[src/hdl/process_capability_table_assert.svh]
// assertion macros for the process capability table
// expects clk and rst_n in the scope of the module that uses them
`ifndef PROCESS_CAPABILITY_TABLE_ASSERT_SVH
`define PROCESS_CAPABILITY_TABLE_ASSERT_SVH

// condition holds in the same cycle
`define PCT_ASSERT_SAME(label, ante, cons, msg) \
  label: assert property (@(posedge clk) disable iff (!rst_n) (ante) |-> (cons)) \
    else $error(msg);

// condition holds in the cycle after the antecedent
`define PCT_ASSERT_NEXT(label, ante, cons, msg) \
  label: assert property (@(posedge clk) disable iff (!rst_n) (ante) |=> (cons)) \
    else $error(msg);

`endif

[src/hdl/pct_pkg.sv]
// shared types and constants for the process capability table
// no dependencies
`default_nettype none

package pct_pkg;

  localparam int KEY_W  = 32;
  localparam int MASK_W = 64;

  localparam logic [KEY_W-1:0]  ROOT_ID   = 32'd1;
  localparam logic [MASK_W-1:0] ALL_ONES  = 64'hFFFF_FFFF_FFFF_FFFF;
  localparam logic [6:0]        CAP_COUNT = 7'd41;

  typedef enum logic [2:0] {
    OP_GET     = 3'd0,
    OP_SET     = 3'd1,
    OP_CAPABLE = 3'd2,
    OP_DROP    = 3'd3,
    OP_RAISE   = 3'd4,
    OP_EXEC    = 3'd5
  } opcode_t;

  typedef enum logic [1:0] {
    ST_OK    = 2'd0,
    ST_INVAL = 2'd1,
    ST_PERM  = 2'd2,
    ST_FULL  = 2'd3
  } status_t;

  typedef enum logic [1:0] {
    S_IDLE,
    S_SCAN,
    S_EXEC
  } state_t;

  typedef struct packed {
    logic [MASK_W-1:0] eff;
    logic [MASK_W-1:0] perm;
    logic [MASK_W-1:0] inh;
    logic [MASK_W-1:0] bnd;
    logic [MASK_W-1:0] amb;
  } mask_set_t;

  typedef struct packed {
    logic [2:0]       opcode;
    logic [KEY_W-1:0] process_id;
    logic [5:0]       cap_index;
    mask_set_t        new_masks;
  } req_t;

  // outcome of the key scan
  typedef struct packed {
    logic hit;
    logic alloc;
    logic full;
  } lookup_t;

  typedef struct packed {
    status_t   status;
    logic      is_capable;
    mask_set_t masks;
  } result_t;

  localparam mask_set_t ROOT_MASKS = '{eff: ALL_ONES, perm: ALL_ONES, inh: ALL_ONES,
                                       bnd: ALL_ONES, amb: '0};
  localparam mask_set_t GET_NEW_MASKS = '{eff: '0, perm: '0, inh: '0,
                                          bnd: ALL_ONES, amb: '0};

endpackage

`default_nettype wire

[src/hdl/pct_key_store.sv]
// key memory with registered read and key compare on the read data
// depends on pct_pkg; entry zero always carries the root id
`default_nettype none

module pct_key_store #(
  parameter int  ENTRIES = 32,
  localparam int IW      = $clog2(ENTRIES)
) (
  input  logic          clk,
  input  logic          rd_en,
  input  logic [IW-1:0] rd_addr,
  input  logic          wr_en,
  input  logic [IW-1:0] wr_addr,
  input  logic [31:0]   wr_key,
  input  logic [31:0]   cmp_key,
  output logic          hit
);
  import pct_pkg::*;

  logic [KEY_W-1:0] mem [ENTRIES];
  logic [KEY_W-1:0] q_r;
  logic             zero_r;

  always_ff @(posedge clk) begin
    if (wr_en) begin
      mem[wr_addr] <= wr_key;
    end
    if (rd_en) begin
      q_r    <= mem[rd_addr];
      zero_r <= (rd_addr == '0);
    end
  end

  // entry zero is never allocated, its key is fixed
  assign hit = zero_r ? (cmp_key == ROOT_ID) : (q_r == cmp_key);

endmodule

`default_nettype wire

[config.mk]
export PLATFORM = sky130hd
export DESIGN_NAME = pct_key_store
export DESIGN_NICKNAME = d
export VERILOG_FILES = /design/src/hdl/process_capability_table_assert.svh /design/src/hdl/pct_pkg.sv /design/src/hdl/pct_key_store.sv
export SDC_FILE = /design/constraint.sdc
export NUM_CORES = 1
export LEC_CHECK = 0
export BUFFER_PORTS_ARGS = -buffer_cell sky130_fd_sc_hd__buf_2
export CAP_MARGIN = 10
export CORE_MARGIN = 3
export CORE_UTILIZATION = 35
export DETAILED_ROUTE_END_ITERATION = 8
export SETUP_SLACK_MARGIN = 0.1
export SYNTH_ARGS = -nofsm -noshare
export SYNTH_HDL_FRONTEND = slang
export SYNTH_SLANG_ARGS = --single-unit
export TNS_END_PERCENT = 1
[constraint.sdc]
create_clock -name clk -period 2.5 [get_ports clk]
set_input_delay 0.25 -clock clk [delete_from_list [all_inputs] [get_ports clk]]
set_output_delay 0.25 -clock clk [all_outputs]
set_load 0.01 [all_outputs]
; ---- After elaboration in Yosys (flattened, before gate mapping)
; Memory sizes are Yosys's and may differ from the RTL's. A register that Yosys moved wholly into a read port is not among the register bits.
; Index checks and enable logic that the tools add are counted.
[op_classes]
mux = 3
eq_ne = 2
n_reduce_logical = 1
[ops]
columns = op, n
row1 = "32-bit by 1-bit equality test with 1-bit output, second input constant", 1
row2 = 32-bit equality test, 1
row3 = 5-bit zero test, 1
row4 = 1-bit 2-to-1 mux, 3
[totals]
register_bits = 1
inputBits = 77
ram_bits = 1024
wordCells = 8
memories = 1
out_inout_bits = 1
[mem_list]
columns = memory, words, width, read_ports, rd_clocked_by_memory_dff, write_ports, line_no
row1 = mem, 32, 32, 1, 1, 1, pct_key_store.sv:20  ; logic [KEY_W-1:0] mem [ENTRIES];

; ---- Longest topological paths before layout
[depth]
word_depth = 2
depth_mapped = 9
depth_no_buf = 5

; ---- Worst setup path after synthesis
; OpenSTA, ideal clock, no wires.
[synth_path]
kind = in2reg
startpoint = input port wr_addr[1]
endpoint = memory mem[12][0] (enable)
arrival_ns = 2.263
required_time_ns = 2.079
path_stages = 3
path_slack_ns = -0.184
cell_sequence = or3b_2 -> clkbuf_1 -> nor2_1
[synth_rtl]
columns = item, line_no
row1 = start: declaration, pct_key_store.sv:13  ; input logic [IW-1:0] wr_addr,
row2 = end: declaration, pct_key_store.sv:20
; Straight into the memory's write port.

; ---- Final worst setup path
[layout_path]
startpoint = register zero_r
endpoint = output port hit
[layout_between]
elab_chain_len = 1
[layout_rtl]
columns = item, line_no
row1 = start: declaration, pct_key_store.sv:22  ; logic zero_r;
row2 = start signal: assignment, pct_key_store.sv:30  ; zero_r <= (rd_addr == '0);
row3 = 1-bit 2-to-1 mux, pct_key_store.sv:35  ; assign hit = zero_r ? (cmp_key == ROOT_ID) : (q_r == cmp_key);
row4 = end: declaration, pct_key_store.sv:16  ; output logic hit
; Every way passes these cells.

==> metrics.yaml <==
grt_usage_pct: 17.5
areaGrowthSynthToFinish_pct: 17.7
yosys_most_used_dff: "edfxtp_1"
max_slew_margin_pct: 43.9
drv_cap: 0
r2r-start: "mem[12][27]$_DFFE_PP_"
cts.clk_slew.worst_paths_ns: 0.06
clkPwrFrac_pct: 42.2
clock_skew_ns: 0.0275
synth_fp_nets: 1945
yosysSeqAreaShare_pct: 77.8
grt.overflow.total: 0
routed_wl_mm: 106
cpPeakStageDelay_ns: 0.49
hp-start: "wr_key[25]"
hold_class: "in2reg"
synth_area_um2: 40800
finalHoldViolations: 0
dr.pass1.iters: 5
rows: 124
worstSetupPathType: "reg2out"
status: "finished, violations left"
boundaryPins: 78
io_buffers: 77
crit_chain: "or4bb_1, o22a_1, a32oi_1, buf_4, nand4_1, nor4b_2, buf_4, buf_6"
ys_types: 47
max_freq_mhz: 331
die_y_um: 347
clock-sinks: 1057
seqPwrFrac_pct: 52.6
htreeDepth: 3
leakage_nw: 15.2
crit_top_cell: "buf_4"
tightest_slew_ns: 0.842
cts_tree: "yes"
avgViaCountPerCell: 5.46
die_w_um: 347
nNetsFinal: 2159
clock_path_buffers: 3
root_buffer: "clkbuf_16"
ir_worst_vdd_uv: 550
start_util_pct: 35.5
preCtsSetupSlack_ns: -0.108
yosysTopAreaCell: "edfxtp_1"
coreArea_um2: 115000
cp_max_fo: 3
whs_ns: 0.0696
drc_errors: 0
fin_crit_sh_pct: 121
p_sw_w: 0.00781
fin_area_um2: 48000
rsz0062_at_grt: "true"
crit_start: "zero_r$_DFFE_PP_"
wl_per_cell_um: 28.8
drt_iter0_drc: 2114
final_core_util_pct: 41.8
dieArea_um2: 121000
synth_top_area_share_pct: 77.8
drv_slew: 0
power_density_nw_per_um2: 787
combPwrFrac_pct: 5.2
place_area_um2: 44500
min_period_ns: 3.02
synth_enable_flop_cells: 1057
end_kind: "primary output"
cts_buffers: 107
violations: "negative setup slack"
mostFrequentLayoutCells: "1057 x edfxtp_1, 216 x mux4_2, 116 x mux2i_1"
synth.top_cells.by_area: "edfxtp_1 78%, mux4_2 12%, mux2i_1 2.8%"
slowest_stage: "or4bb_1"
cp.required_ns: 2.25
grt_first_pass_wirelength_mm: 153
ctsHoldBuffers: 0
finalNonFillerCells: 3684
syn_avg_cell_area_um2: 21.8
place_inst: 3484
yosys_warnings: 0
grt_max_degree: 57
clock_latency_ns: 0.67
drtAntennaViolNets: 0
first_global_vias: 21200
crit_path_start_kind: "register"
netlist_instances: 1868
p_int_w: 0.0300
swShare_pct: 20.6
gp_congestion: 0.749
ys_ff_latch: 1057
final_common_cell: "edfxtp_1"
num_vias: 20100
drive_above_1_share_pct: 29.9
setup_ws_ns: -0.517
setup_viol: 1
dpl.hpwl_mm: 56.9
antenna_found_initial: 10
async_flop_share_pct: 0
arrival_ns: 2.77
[stage by stage]
stage	total power, W	TNS (ns)
floorplan	0.0213	-52.09
global placement	0.0222	-0.177
detailed placement	0.0222	-0.108
CTS	0.0381	-0.608
global route	0.0390	-0.671
finish	0.0378	-0.517
[synth_stat cells (2+ instances only)]
cell and count:
a211o_1 3, a211oi_1 29, a21oi_1 19, a221oi_1 29, a22oi_1 3, a31oi_1 9, buf_1 7, buf_2 34
buf_4 15, buf_6 2, clkbuf_1 41, edfxtp_1 1057, inv_1 7, mux2_2 41, mux2i_1 116, mux4_2 216
nand2_1 33, nand2b_1 3, nand3_1 3, nand3b_1 7, nand4_1 4, nor2_1 59, nor2b_1 12, nor4_1 2
nor4b_1 2, nor4bb_1 9, o21ai_0 25, o221ai_1 23, o22ai_1 26, or3_1 3, or3b_2 3, xnor2_1 10
xor2_1 2
[registers in the layout, summed over array words and instances, names as in the netlist]
| name | flops |
|---|---|
| mem | 1024 |
| q_r | 32 |
| zero_r | 1 |
[cells by family (layout without fill, tap and decap cells)]
kind of cell           Yosys count  in the layout  share of synthesized area, %
multiplexers                   373            373                          15.9
buffers and inverters          107            410                          1.26
flip-flops                    1057           1057                          77.8
XOR/XNOR                        12             12                         0.258
AO/OA/AOI/OAI                  174            174                          3.01
other                            0              1                             0
AND/OR/NAND/NOR                145            145                          1.80
[final timing paths]
kind,to,slack (ns),depth (start not counted)
hold reg to reg,q_r[24]$_DFFE_PP_,0.81,4
hold / removal,mem[24][25]$_DFFE_PP_,0.07,1
setup / recovery,hit,-0.52,8
setup reg to reg,q_r[27]$_DFFE_PP_,0.50,5
[per-layer routing]
layer	up-vias	routed length [um]	part of all wire (%)	track usage, %
li1	8367	-	-	-
met3	153	6180	5.8	2.58
met1	10900	43600	41	23.3
met2	694	53900	51	30.3
met5	-	34	0.032	0
met4	6	2260	2.1	4.49
[timing repair]
action,CTS,global route
setup endpoints to repair,1,1
resized for setup,4,0
pin swaps,5,0
setup buffers,1,0
[final cells by class]
cell class                 instances  area, um^2
antenna                            1        2.50
multi-input combinational        704        8810
fill                            9770       66900
tap                             1512        1890
timing repair buffer             204        2060
clock buffer                     136        2850
clock inverter                    62         661
inverter                           8        30.0
sequential                      1057       31700
[power by group through the flow]
stage	Combinational, W	Sequential (W)	Clock, W
2_1_floorplan	0.00107	0.0202	0
3_3_place_gp	0.00192	0.0203	0
3_5_place_dp	0.00197	0.0203	0
4_1_cts	0.00198	0.0199	0.0162
5_1_grt	0.00210	0.0199	0.0170
6_report	0.00196	0.0199	0.0159
[worst max-delay path, delay by kind of cell, from the launching register on]
family                 cells  cell delay, ns
AO/OA/AOI/OAI              2            0.38
buffers and inverters      3            0.43
flip-flops                 1            0.42
AND/OR/NAND/NOR            3            0.87
Note: power is estimated with default switching activity, not from simulation.
