--- src/hdl/process_capability_table_assert.svh ---
// assertion macros for the process capability table
// expects clk and rst_n in the scope of the module that uses them
`ifndef PROCESS_CAPABILITY_TABLE_ASSERT_SVH
`define PROCESS_CAPABILITY_TABLE_ASSERT_SVH

// condition holds in the same cycle
`define PCT_ASSERT_SAME(label, ante, cons, msg) \
  label: assert property (@(posedge clk) disable iff (!rst_n) (ante) |-> (cons)) \
    else $error(msg);

// condition holds in the cycle after the antecedent
`define PCT_ASSERT_NEXT(label, ante, cons, msg) \
  label: assert property (@(posedge clk) disable iff (!rst_n) (ante) |=> (cons)) \
    else $error(msg);

`endif

--- src/hdl/pct_pkg.sv ---
// shared types and constants for the process capability table
// no dependencies
`default_nettype none

package pct_pkg;

  localparam int KEY_W  = 32;
  localparam int MASK_W = 64;

  localparam logic [KEY_W-1:0]  ROOT_ID   = 32'd1;
  localparam logic [MASK_W-1:0] ALL_ONES  = 64'hFFFF_FFFF_FFFF_FFFF;
  localparam logic [6:0]        CAP_COUNT = 7'd41;

  typedef enum logic [2:0] {
    OP_GET     = 3'd0,
    OP_SET     = 3'd1,
    OP_CAPABLE = 3'd2,
    OP_DROP    = 3'd3,
    OP_RAISE   = 3'd4,
    OP_EXEC    = 3'd5
  } opcode_t;

  typedef enum logic [1:0] {
    ST_OK    = 2'd0,
    ST_INVAL = 2'd1,
    ST_PERM  = 2'd2,
    ST_FULL  = 2'd3
  } status_t;

  typedef enum logic [1:0] {
    S_IDLE,
    S_SCAN,
    S_EXEC
  } state_t;

  typedef struct packed {
    logic [MASK_W-1:0] eff;
    logic [MASK_W-1:0] perm;
    logic [MASK_W-1:0] inh;
    logic [MASK_W-1:0] bnd;
    logic [MASK_W-1:0] amb;
  } mask_set_t;

  typedef struct packed {
    logic [2:0]       opcode;
    logic [KEY_W-1:0] process_id;
    logic [5:0]       cap_index;
    mask_set_t        new_masks;
  } req_t;

  // outcome of the key scan
  typedef struct packed {
    logic hit;
    logic alloc;
    logic full;
  } lookup_t;

  typedef struct packed {
    status_t   status;
    logic      is_capable;
    mask_set_t masks;
  } result_t;

  localparam mask_set_t ROOT_MASKS = '{eff: ALL_ONES, perm: ALL_ONES, inh: ALL_ONES,
                                       bnd: ALL_ONES, amb: '0};
  localparam mask_set_t GET_NEW_MASKS = '{eff: '0, perm: '0, inh: '0,
                                          bnd: ALL_ONES, amb: '0};

endpackage

`default_nettype wire

--- src/hdl/pct_op_unit.sv ---
// opcode decode, subset checks and mask update for one request
// depends on pct_pkg; purely combinational
`default_nettype none

module pct_op_unit (
  input  pct_pkg::req_t      req,
  input  pct_pkg::lookup_t   lk,
  input  pct_pkg::mask_set_t base,
  output pct_pkg::result_t   res,
  output logic               wr_en,
  output pct_pkg::mask_set_t wr_masks
);
  import pct_pkg::*;

  logic              exists;
  logic              cap_ok;
  logic [MASK_W-1:0] cbit;
  mask_set_t         nm;
  mask_set_t         rq;
  status_t           st;
  logic              capable;

  assign exists = lk.hit || lk.alloc;
  assign cap_ok = {1'b0, req.cap_index} < CAP_COUNT;
  assign cbit   = {{(MASK_W-1){1'b0}}, 1'b1} << req.cap_index;
  assign rq     = req.new_masks;

  always_comb begin
    nm      = base;
    st      = ST_OK;
    capable = 1'b0;
    if (!exists) begin
      st = lk.full ? ST_FULL : ST_INVAL;
    end else begin
      case (req.opcode)
        OP_GET: begin
          st = ST_OK;
        end
        OP_SET: begin
          // subset rules, first failure wins
          if ((rq.perm & ~base.perm) != '0) begin
            st = ST_PERM;
          end else if ((rq.eff & ~rq.perm) != '0) begin
            st = ST_INVAL;
          end else if ((rq.inh & ~(rq.perm & base.bnd)) != '0) begin
            st = ST_PERM;
          end else if ((rq.bnd & ~base.bnd) != '0) begin
            st = ST_PERM;
          end else begin
            nm = rq;
          end
        end
        OP_CAPABLE: begin
          if (!cap_ok) begin
            st = ST_INVAL;
          end else begin
            capable = |(base.eff & cbit);
          end
        end
        OP_DROP: begin
          if (!cap_ok) begin
            st = ST_INVAL;
          end else begin
            nm.eff  = base.eff & ~cbit;
            nm.perm = base.perm & ~cbit;
            nm.inh  = base.inh & ~cbit;
            nm.bnd  = base.bnd & ~cbit;
            nm.amb  = base.amb & ~cbit;
          end
        end
        OP_RAISE: begin
          if (!cap_ok) begin
            st = ST_INVAL;
          end else if ((base.perm & cbit) == '0) begin
            st = ST_PERM;
          end else begin
            nm.eff = base.eff | cbit;
          end
        end
        OP_EXEC: begin
          nm.perm = base.inh & base.bnd;
          nm.eff  = base.amb;
        end
        default: begin
          st = ST_INVAL;
        end
      endcase
    end
  end

  // write back whenever an entry exists, unchanged masks included
  assign wr_en          = exists;
  assign wr_masks       = nm;
  assign res.status     = st;
  assign res.is_capable = capable;
  assign res.masks      = exists ? nm : '0;

endmodule

`default_nettype wire

--- config.mk ---
export PLATFORM = sky130hd
export DESIGN_NAME = pct_op_unit
export DESIGN_NICKNAME = d
export VERILOG_FILES = /design/src/hdl/process_capability_table_assert.svh /design/src/hdl/pct_pkg.sv /design/src/hdl/pct_op_unit.sv
export SDC_FILE = /design/constraint.sdc
export NUM_CORES = 1
export LEC_CHECK = 0
export BUFFER_PORTS_ARGS = -buffer_cell sky130_fd_sc_hd__buf_2
export CORE_AREA = 3 3 523 525
export DETAILED_ROUTE_END_ITERATION = 16
export DIE_AREA = 0 0 526 528
export SYNTH_ARGS = -nofsm -noshare
export SYNTH_HDL_FRONTEND = slang
export SYNTH_SLANG_ARGS = --single-unit
--- constraint.sdc ---
create_clock -name vclk -period 2.5
set_input_delay 0.25 -clock vclk [all_inputs]
set_output_delay 0.25 -clock vclk [all_outputs]
set_load 0.01 [all_outputs]
**Word level (Yosys, flattened, before mapping)**

Cells that the tools add are included.

- Bits in registers: 0
- Bits of input ports: 684
- Output and inout port bits: 644
- Logic and storage cells: 61

- Magnitude comparators: 1
- Equal/unequal tests: 5
- Shifts and indexed selects: 1
- Mux-type cells: 25
- Bitwise gates (word level): 19
- Reduce and logical (&&, ||, !) cells: 10

Operator list:

| kind | count |
|---|---|
| 320-bit two-way mux | 7 |
| 64-bit bitwise AND | 13 |
| 192-bit case mux with 2 select lines | 1 |
| 64-bit inverter | 5 |
| 64-bit case mux with 4 select lines | 1 |
| 64-bit nonzero test | 4 |
| 64-bit case mux with 3 select lines | 1 |
| 64-bit two-way mux | 2 |
| 64-bit zero test | 1 |
| 64-bit bitwise OR | 1 |
| 64-bit OR reduction | 1 |
| 1-bit by 6-bit << shifter with 64-bit output, first input constant | 1 |
| 2-bit two-way mux | 8 |
| 2-bit case mux with 4 select lines | 1 |
| 3-bit by 2-bit equality test with 1-bit output, second input constant | 2 |
| 3-bit equality test, second input constant | 2 |
| 6-bit less-than comparator, second input constant | 1 |
| 1-bit two-way mux | 4 |
| 2-bit OR reduction | 2 |
| 3-bit by 1-bit equality test with 1-bit output, second input constant | 1 |
| 3-bit zero test | 1 |
| 1-bit logical OR | 1 |

**Depth between registers and ports, before layout**

Gate-level depths: netlist of run 1.

- Depth after elaboration: 10
- Gate-level depth with buffers: 12
- Depth with buffers taken out: 7

**Least setup slack after synthesis of run 1**

OpenSTA, ideal clock, no wires.

- Kind: input -> output
- From: input port req[323] (netlist bit)
- To: output port res[320] (netlist bit)
- Data arrival time: 2,466 ps
- Data required time: 2,250 ps
- Path slack: -216 ps
- Stages: 10
- Buffers on the path: 3
- Path through: clkbuf_1 and4b_1 clkbuf_1 a32oi_1 o22ai_1 or4_1 or4_1 nor4b_1 a21oi_1 buf_4

- Word-level cells in the longest chain between the ends: 6
- Elaborated cells between the ends (all ways): 7
- Classes of those cells: order compare: 1; shift: 1; mux: 3; bitwise: 1; reduce/logical: 1

RTL lines:

| item | line | source |
|---|---|---|
| from (decl) | pct_op_unit.sv:6 | `input pct_pkg::req_t req,` |
| 1-bit by 6-bit << shifter with 64-bit output | pct_op_unit.sv:25 | `assign cbit = {{(MASK_W-1){1'b0}}, 1'b1} << req.cap_index;` |
| 64-bit bitwise AND | pct_op_unit.sv:57 | `capable = \|(base.eff & cbit);` |
| 64-bit OR reduction | pct_op_unit.sv:57 |  |
| 1-bit two-way mux (*) | pct_op_unit.sv:54 | `if (!cap_ok) begin` |
| 1-bit two-way mux (*) | pct_op_unit.sv:35 | `case (req.opcode)` |
| 1-bit two-way mux (*) | pct_op_unit.sv:32 | `if (!exists) begin` |
| to (decl) | pct_op_unit.sv:9 | `output pct_pkg::result_t res,` |

Mark *: on every way between the ends. The rest lies on a longest branch, timed or not.

==> results of run 1 <==
==> worst min-delay path, cell delays in order <==
cell                      delay [ps]
sky130_fd_sc_hd__buf_2            90
sky130_fd_sc_hd__nand3_2          70
sky130_fd_sc_hd__nand2_1          70
sky130_fd_sc_hd__buf_2           120
==> metrics by stage <==
step / setup TNS, ps / utilization / hold WS [ps] / instance area (µm²) / worst slack (ps)
2_1_floorplan: -43080 / - / 603 / 18300 / -127
3_3_place_gp: -1464460 / 0.150 / 831 / 40400 / -2860
3_5_place_dp: -1429290 / 0.150 / 830 / 40400 / -2770
4_1_cts: -641720 / 0.166 / 833 / 44800 / -1130
5_1_grt: -691330 / 0.182 / 855 / 49000 / -1230
6_report: -664100 / 0.182 / 837 / 49100 / -1220
==> worst max-delay path by stage <==
| stage | cells past startpoint | endpoint |
|---|---|---|
| 2_1_floorplan | 10 | res[226] |
| 3_3_place_gp | 14 | wr_masks[91] |
| 3_5_place_dp | 13 | res[141] |
| 4_1_cts | 14 | res[77] |
| 5_1_grt | 17 | wr_masks[1] |
| 6_report | 17 | res[144] |
==> timing repair <==
item,in CTS,in global routing
buffers inserted,56,67
hold endpoints to repair,0,0
cloned,27,19
gates resized for setup,797,766
endpoints found under the setup margin,643,643
pin swaps,99,164
==> power breakdown <==
| group | switching [mW] | internal (mW) | leakage [nW] |
|---|---|---|---|
| combinational | 6.91 | 4.44 | 20.0 |
| clock | 0 | 0.00000517 | 0.000642 |
| sequential | 0 | 0 | 0 |
| total | 6.91 | 4.44 | 20.0 |
==> layout make-up <==
type | count | share of cell area
inverters | 82 | 0.00701
repair buffers | 2657 | 0.474
well taps | 3570 | 0.0910
multi-input cells | 2390 | 0.423
diodes | 101 | 0.00515
==> cells by family after synthesis <==
kind of cell / after synthesis
AOI/OAI and AO/OA: 1290
buffers and inverters: 366
muxes: 62
and+or+nand+nor: 1038
==> metal layers <==
layer,GRT usage,vias to the layer above,share of wire
li1,-,15385,-
met1,0.341,19104,0.40
met2,0.433,3274,0.43
met3,0.114,961,0.12
met4,0.126,90,0.057
met5,0,-,0.0014
==> synthesized netlist by cell type, drive strengths merged, types with 43 or more instances <==
master   instances
nand3          274
nor2b          106
mux2            47
nand2b          51
clkbuf         226
nand2          320
o21ai          444
a2111oi         50
a21oi          371
nor2            49
a21boi          49
inv             82
a32oi           43
a31oi           78
buf             58
==> impl_summary.log, run 1 <==
[metrics] most common cell after layout, fill and taps aside: sky130_fd_sc_hd__buf_4
[metrics] worst path setup slack after routing: -1220 ps
[metrics] final setup violation count: 643
[metrics] final-layout clock buffer total: 0
[metrics] standard-cell rows: 191
[metrics] pin count of the biggest net entering global routing: 86
[metrics] Avg Synthesized Cell Area: 5.78 µm²
[metrics] mux contribution to synthesized area: 0.0450
[metrics] startpoint kind of the worst setup timing path: input pin
[metrics] category of cells accounting for the largest share of critical-path delay: buffers and inverters
[metrics] commonest non-fill, non-tap cells in the layout: sky130_fd_sc_hd__buf_4, sky130_fd_sc_hd__buf_2, sky130_fd_sc_hd__buf_6, sky130_fd_sc_hd__buf_12, sky130_fd_sc_hd__nand2_1
[metrics] cell breakdown of the critical path: buf_2, buf_12, a21boi_1, a2111oi_4, buf_4, nand4_1, nor4_4, buf_4, buf_6, a41oi_4, buf_12, clkbuf_16, buf_6, o21ai_1, buf_4, a21oi_2, buf_12
[metrics] fraction of synthesized cell area taken by the top area cell type: 0.116
[metrics] RSZ-0062 raised after global routing: true
[metrics] shortest clock period the worst path allows after layout: 3720 ps
[metrics] DR iter-0 viols: 4,615
[metrics] combinational family with the most area after synthesis: compound AO/OA/AOI/OAI gates
[metrics] Power per Cell Area: 231 mW/mm²
[metrics] total area of multi-input combinational cells: 0.0208 mm²
[metrics] Syn Nets: 3,440
[metrics] Worst Hold End: wr_masks[39]
[metrics] flip-flop and latch count: 0
[metrics] first-pass GRT wire length: 489,000 µm
[metrics] largest incremental delay on the critical path: 290 ps
[metrics] period utilisation layout: 1.49
[metrics] Die Y: 528 µm
[metrics] worst ir drop on vdd: 0.0798 mV
[metrics] number of global-route vias before repair: 35,948
[metrics] complex-gate fraction of the synthesized area: 0.498
[metrics] type of the worst min-delay path: in -> out
[metrics] Worst Setup SP: req[227]
[metrics] global route total overflow: 0
[metrics] number of endpoints with negative hold slack in the final report: 0
[metrics] total global routing track utilization: 0.281
[metrics] measured slew at the worst slew-check pin: 1180 ps
[metrics] outcome: complete, but fails checks
[metrics] total count of max-transition violations in the final report: 0
[metrics] cell count of the worst hold path: 4
[metrics] Req. time, crit path: 2250 ps
[metrics] maximum capacitance violations: 0
[metrics] worst rel slew slack: 0.212
[metrics] total wire length after detailed routing: 417,000 µm
[metrics] share of post-route cells with drive strength above 1: 0.714
[metrics] vias per cell: 4.41
[metrics] placeable core region: 0.270 mm²
[metrics] Worst Setup Path Type: in -> out
[metrics] Cell Count, Final, Fillers Out: 8,800
[metrics] Die Width: 526 µm
[metrics] highest net fanout along the worst path: 8
[metrics] total vias in the final route: 38,814
[metrics] sequential standard cell area: 0 µm²
[metrics] DR pass1 iterations: 8
[metrics] top cells by area in the synthesized netlist: sky130_fd_sc_hd__a21oi_1, sky130_fd_sc_hd__o21ai_0, sky130_fd_sc_hd__nand2_1
[metrics] starting density of the core: 0.0591
[metrics] gp weighted congestion: 1.09
[metrics] number of nets with antenna violations after routing: 0
[metrics] post-synthesis instance total: 2,756
[metrics] LEAKAGE: 20.0 nW
[metrics] die footprint: 0.278 mm²
[metrics] synthesized area: 0.0159 mm²
[metrics] Post-DP HPWL: 370,000 µm
[metrics] number of antenna violations at the first check in global routing: 362
[metrics] Peak Freq: 269 MHz
[metrics] mean routed wirelength per cell: 47.4 µm
[metrics] Synth warnings: 0
[metrics] xor and xnor area share after synthesis: 0
[metrics] crit path DAT: 3470 ps
[metrics] area fraction in and, or, nand and nor cells after synthesis: 0.357
[metrics] share of synthesized area occupied by flip-flops and latches: 0
[metrics] power after layout: 11.4 mW
[metrics] drc violations: 0
[metrics] area added between synthesis and finish: 208%
[metrics] final net count: 5,815
[metrics] number of I/O pins: 1,328
[metrics] DP Cell Count: 8,553
[metrics] Adder-Cell Fraction of Synth Area: 0
[metrics] total of buffers placed on input and output ports: 1,296
[metrics] post-synthesis cell type with the largest combined area: sky130_fd_sc_hd__a21oi_1
[metrics] fillers: 30,593
[metrics] violated checks: negative setup slack
[metrics] cell with the largest stage delay on the worst path: sky130_fd_sc_hd__nor4_4
[metrics] CP Buf/Inv Count: 10
[metrics] Min-Delay Startpoint: req[39]
[metrics] total of hold buffers inserted after clock tree synthesis: 0
[metrics] kind of end point of the critical path: output pin
[metrics] unique cell type count in the Yosys netlist: 67
Power figures use the tool's default switching activity.
==> run 2: changes to the inputs <==
CORE_AREA = 3 3 512 514   (was 3 3 523 525)
DIE_AREA = 0 0 515 517   (was 0 0 526 528)
clock period = 3.76 ns   (was 2.5 ns; I/O delays follow)
==> impl_summary.log, run 2 (same netlist as run 1, synthesis figures left out) <==
[metrics] DR pass1 iterations: 6 (-2)
[metrics] mean routed wirelength per cell: 48.8 µm (+2.9%)
[metrics] standard-cell rows: 186 (-2.6%)
[metrics] Post-DP HPWL: 360,000 µm (-2.7%)
[metrics] first-pass GRT wire length: 470,000 µm (-4.0%)
[metrics] total of hold buffers inserted after clock tree synthesis: 0 (unchanged)
[metrics] number of global-route vias before repair: 33,801 (-6.0%)
[metrics] power after layout: 6.83 mW (-40%)
[metrics] number of endpoints with negative hold slack in the final report: 0 (unchanged)
[metrics] shortest clock period the worst path allows after layout: 4120 ps
[metrics] Worst Setup Path Type: in -> out
[metrics] violated checks: negative setup slack
[metrics] placeable core region: 0.257 mm² (-4.6%)
[metrics] total vias in the final route: 37,105 (-4.4%)
[metrics] total of buffers placed on input and output ports: 1,296 (unchanged)
[metrics] pin count of the biggest net entering global routing: 119 (+38%)
[metrics] gp weighted congestion: 1.07 (-2.2%)
[metrics] period utilisation layout: 1.10
[metrics] kind of end point of the critical path: output pin
[metrics] Peak Freq: 243 MHz
[metrics] most common cell after layout, fill and taps aside: sky130_fd_sc_hd__buf_2
[metrics] worst path setup slack after routing: -363 ps (+854 ps)
[metrics] type of the worst min-delay path: in -> out
[metrics] number of I/O pins: 1,328 (unchanged)
[metrics] cell breakdown of the critical path: buf_2, buf_4, inv_1, a2111oi_2, buf_4, nand4_1, nor4_4, buf_6, and4_4, buf_6, buf_12, bufbuf_16, nand3_1, a21oi_1, buf_4
[metrics] routing usage on met1: 0.333 (-0.00802)
[metrics] total global routing track utilization: 0.284 (+0.00232)
[metrics] final core utilization: 0.164 (-0.0185)
[metrics] maximum capacitance violations: 0 (unchanged)
[metrics] share of post-route cells with drive strength above 1: 0.610 (-0.104)
[metrics] Die Width: 515 µm (-2.1%)
[metrics] total wire length after detailed routing: 403,000 µm (-3.5%)
[metrics] vias per cell: 4.50 (+1.9%)
[metrics] global routing met2 resource utilization: 0.433 (-0.000612)
[metrics] global-route layer with the greatest usage: met2
[metrics] most repeated library cell on the critical path: sky130_fd_sc_hd__buf_4
[metrics] worst rel slew slack: 0.191 (-0.0208)
[metrics] cell with the largest stage delay on the worst path: sky130_fd_sc_hd__a2111oi_2
[metrics] measured slew at the worst slew-check pin: 1200 ps (+14.3 ps)
[metrics] Final TNS setup: -109,850 ps (+554,260 ps)
[metrics] final net count: 5,403 (-7.1%)
[metrics] final-layout clock buffer total: 0 (unchanged)
[metrics] met3 track utilization from global routing: 0.128 (+0.0137)
[metrics] Cell Count, Final, Fillers Out: 8,254 (-6.2%)
[metrics] commonest non-fill, non-tap cells in the layout: sky130_fd_sc_hd__buf_2, sky130_fd_sc_hd__buf_4, sky130_fd_sc_hd__a21oi_1, sky130_fd_sc_hd__nand2_1, sky130_fd_sc_hd__buf_12
[metrics] flip-flop and latch count: 0 (unchanged)
[metrics] Req. time, crit path: 3380 ps (+1130 ps)
[metrics] DP Cell Count: 8,002 (-6.4%)
[metrics] largest incremental delay on the critical path: 430 ps (+140 ps)
[metrics] number of nets with antenna violations after routing: 0 (unchanged)
[metrics] final setup violation count: 631 (-1.9%)
[metrics] global route total overflow: 0 (unchanged)
[metrics] Power per Cell Area: 162 mW/mm² (-30%)
[metrics] LEAKAGE: 17.2 nW (-14%)
[metrics] die footprint: 0.266 mm² (-4.1%)
[metrics] startpoint kind of the worst setup timing path: input pin
[metrics] crit path DAT: 3750 ps (+280 ps)
[metrics] outcome: complete, but fails checks
[metrics] total non-filler cell area in the finished layout: 0.0421 mm² (-14%)
[metrics] DR iter-0 viols: 4,520 (-2.1%)
[metrics] highest net fanout along the worst path: 16 (+8)
[metrics] Die Y: 517 µm (-2.1%)
[metrics] pre-CTS setup slack: -1780 ps (+987 ps)
[metrics] sequential standard cell area: 0 µm² (unchanged)
[metrics] number of antenna violations at the first check in global routing: 361 (-0.28%)
[metrics] Worst Hold Margin: 1060 ps (+227 ps)
[metrics] area added between synthesis and finish: 164%
[metrics] starting density of the core: 0.0619 (+0.00285)
[metrics] total count of max-transition violations in the final report: 0 (unchanged)
[metrics] RSZ-0062 raised after global routing: true
[metrics] worst ir drop on vdd: 0.0619 mV (-22%)
[metrics] drc violations: 0 (unchanged)
[metrics] post-detailed-placement cell area: 0.0351 mm² (-13%)
==> run 2: final timing paths <==
path                  startpoint            to  slack (ps)  cells after the start
worst max-delay path    req[198]      res[190]        -360                     15
worst min-delay path     req[28]  wr_masks[28]        1060                      4
==> run 2: what timing repair did <==
item	CTS	global route
setup buffers	39	37
resized for setup	703	570
endpoints found under the setup margin	642	642
gates cloned	16	18
pin swaps	87	97
==> run 2: layout make-up <==
type	count	area, µm²
fill	29536	215000
antenna	153	383
inverter	82	318
multi-input combinational	2390	18200
tap	3384	4230
timing repair buffer	2245	19000
==> run 2: where the power goes <==
group / switching, mW / internal (mW) / total, mW
sequential: 0 / 0 / 0
clock: 0 / 0.00000398 / 0.00000398
combinational: 4.33 / 2.49 / 6.83
==> run 2: worst max-delay path: cells and delay by family <==
family | cells | cell delay (ps)
buf+inv | 9 | 1750
simple gates | 4 | 810
compound gates | 2 | 750
==> run 2: metal layers <==
metal,up-vias,wire (µm),part of all wire
li1,14636,-,-
met1,18033,154000,0.38
met2,3369,170000,0.42
met3,971,51500,0.13
met4,96,26800,0.066
met5,-,607,0.0015
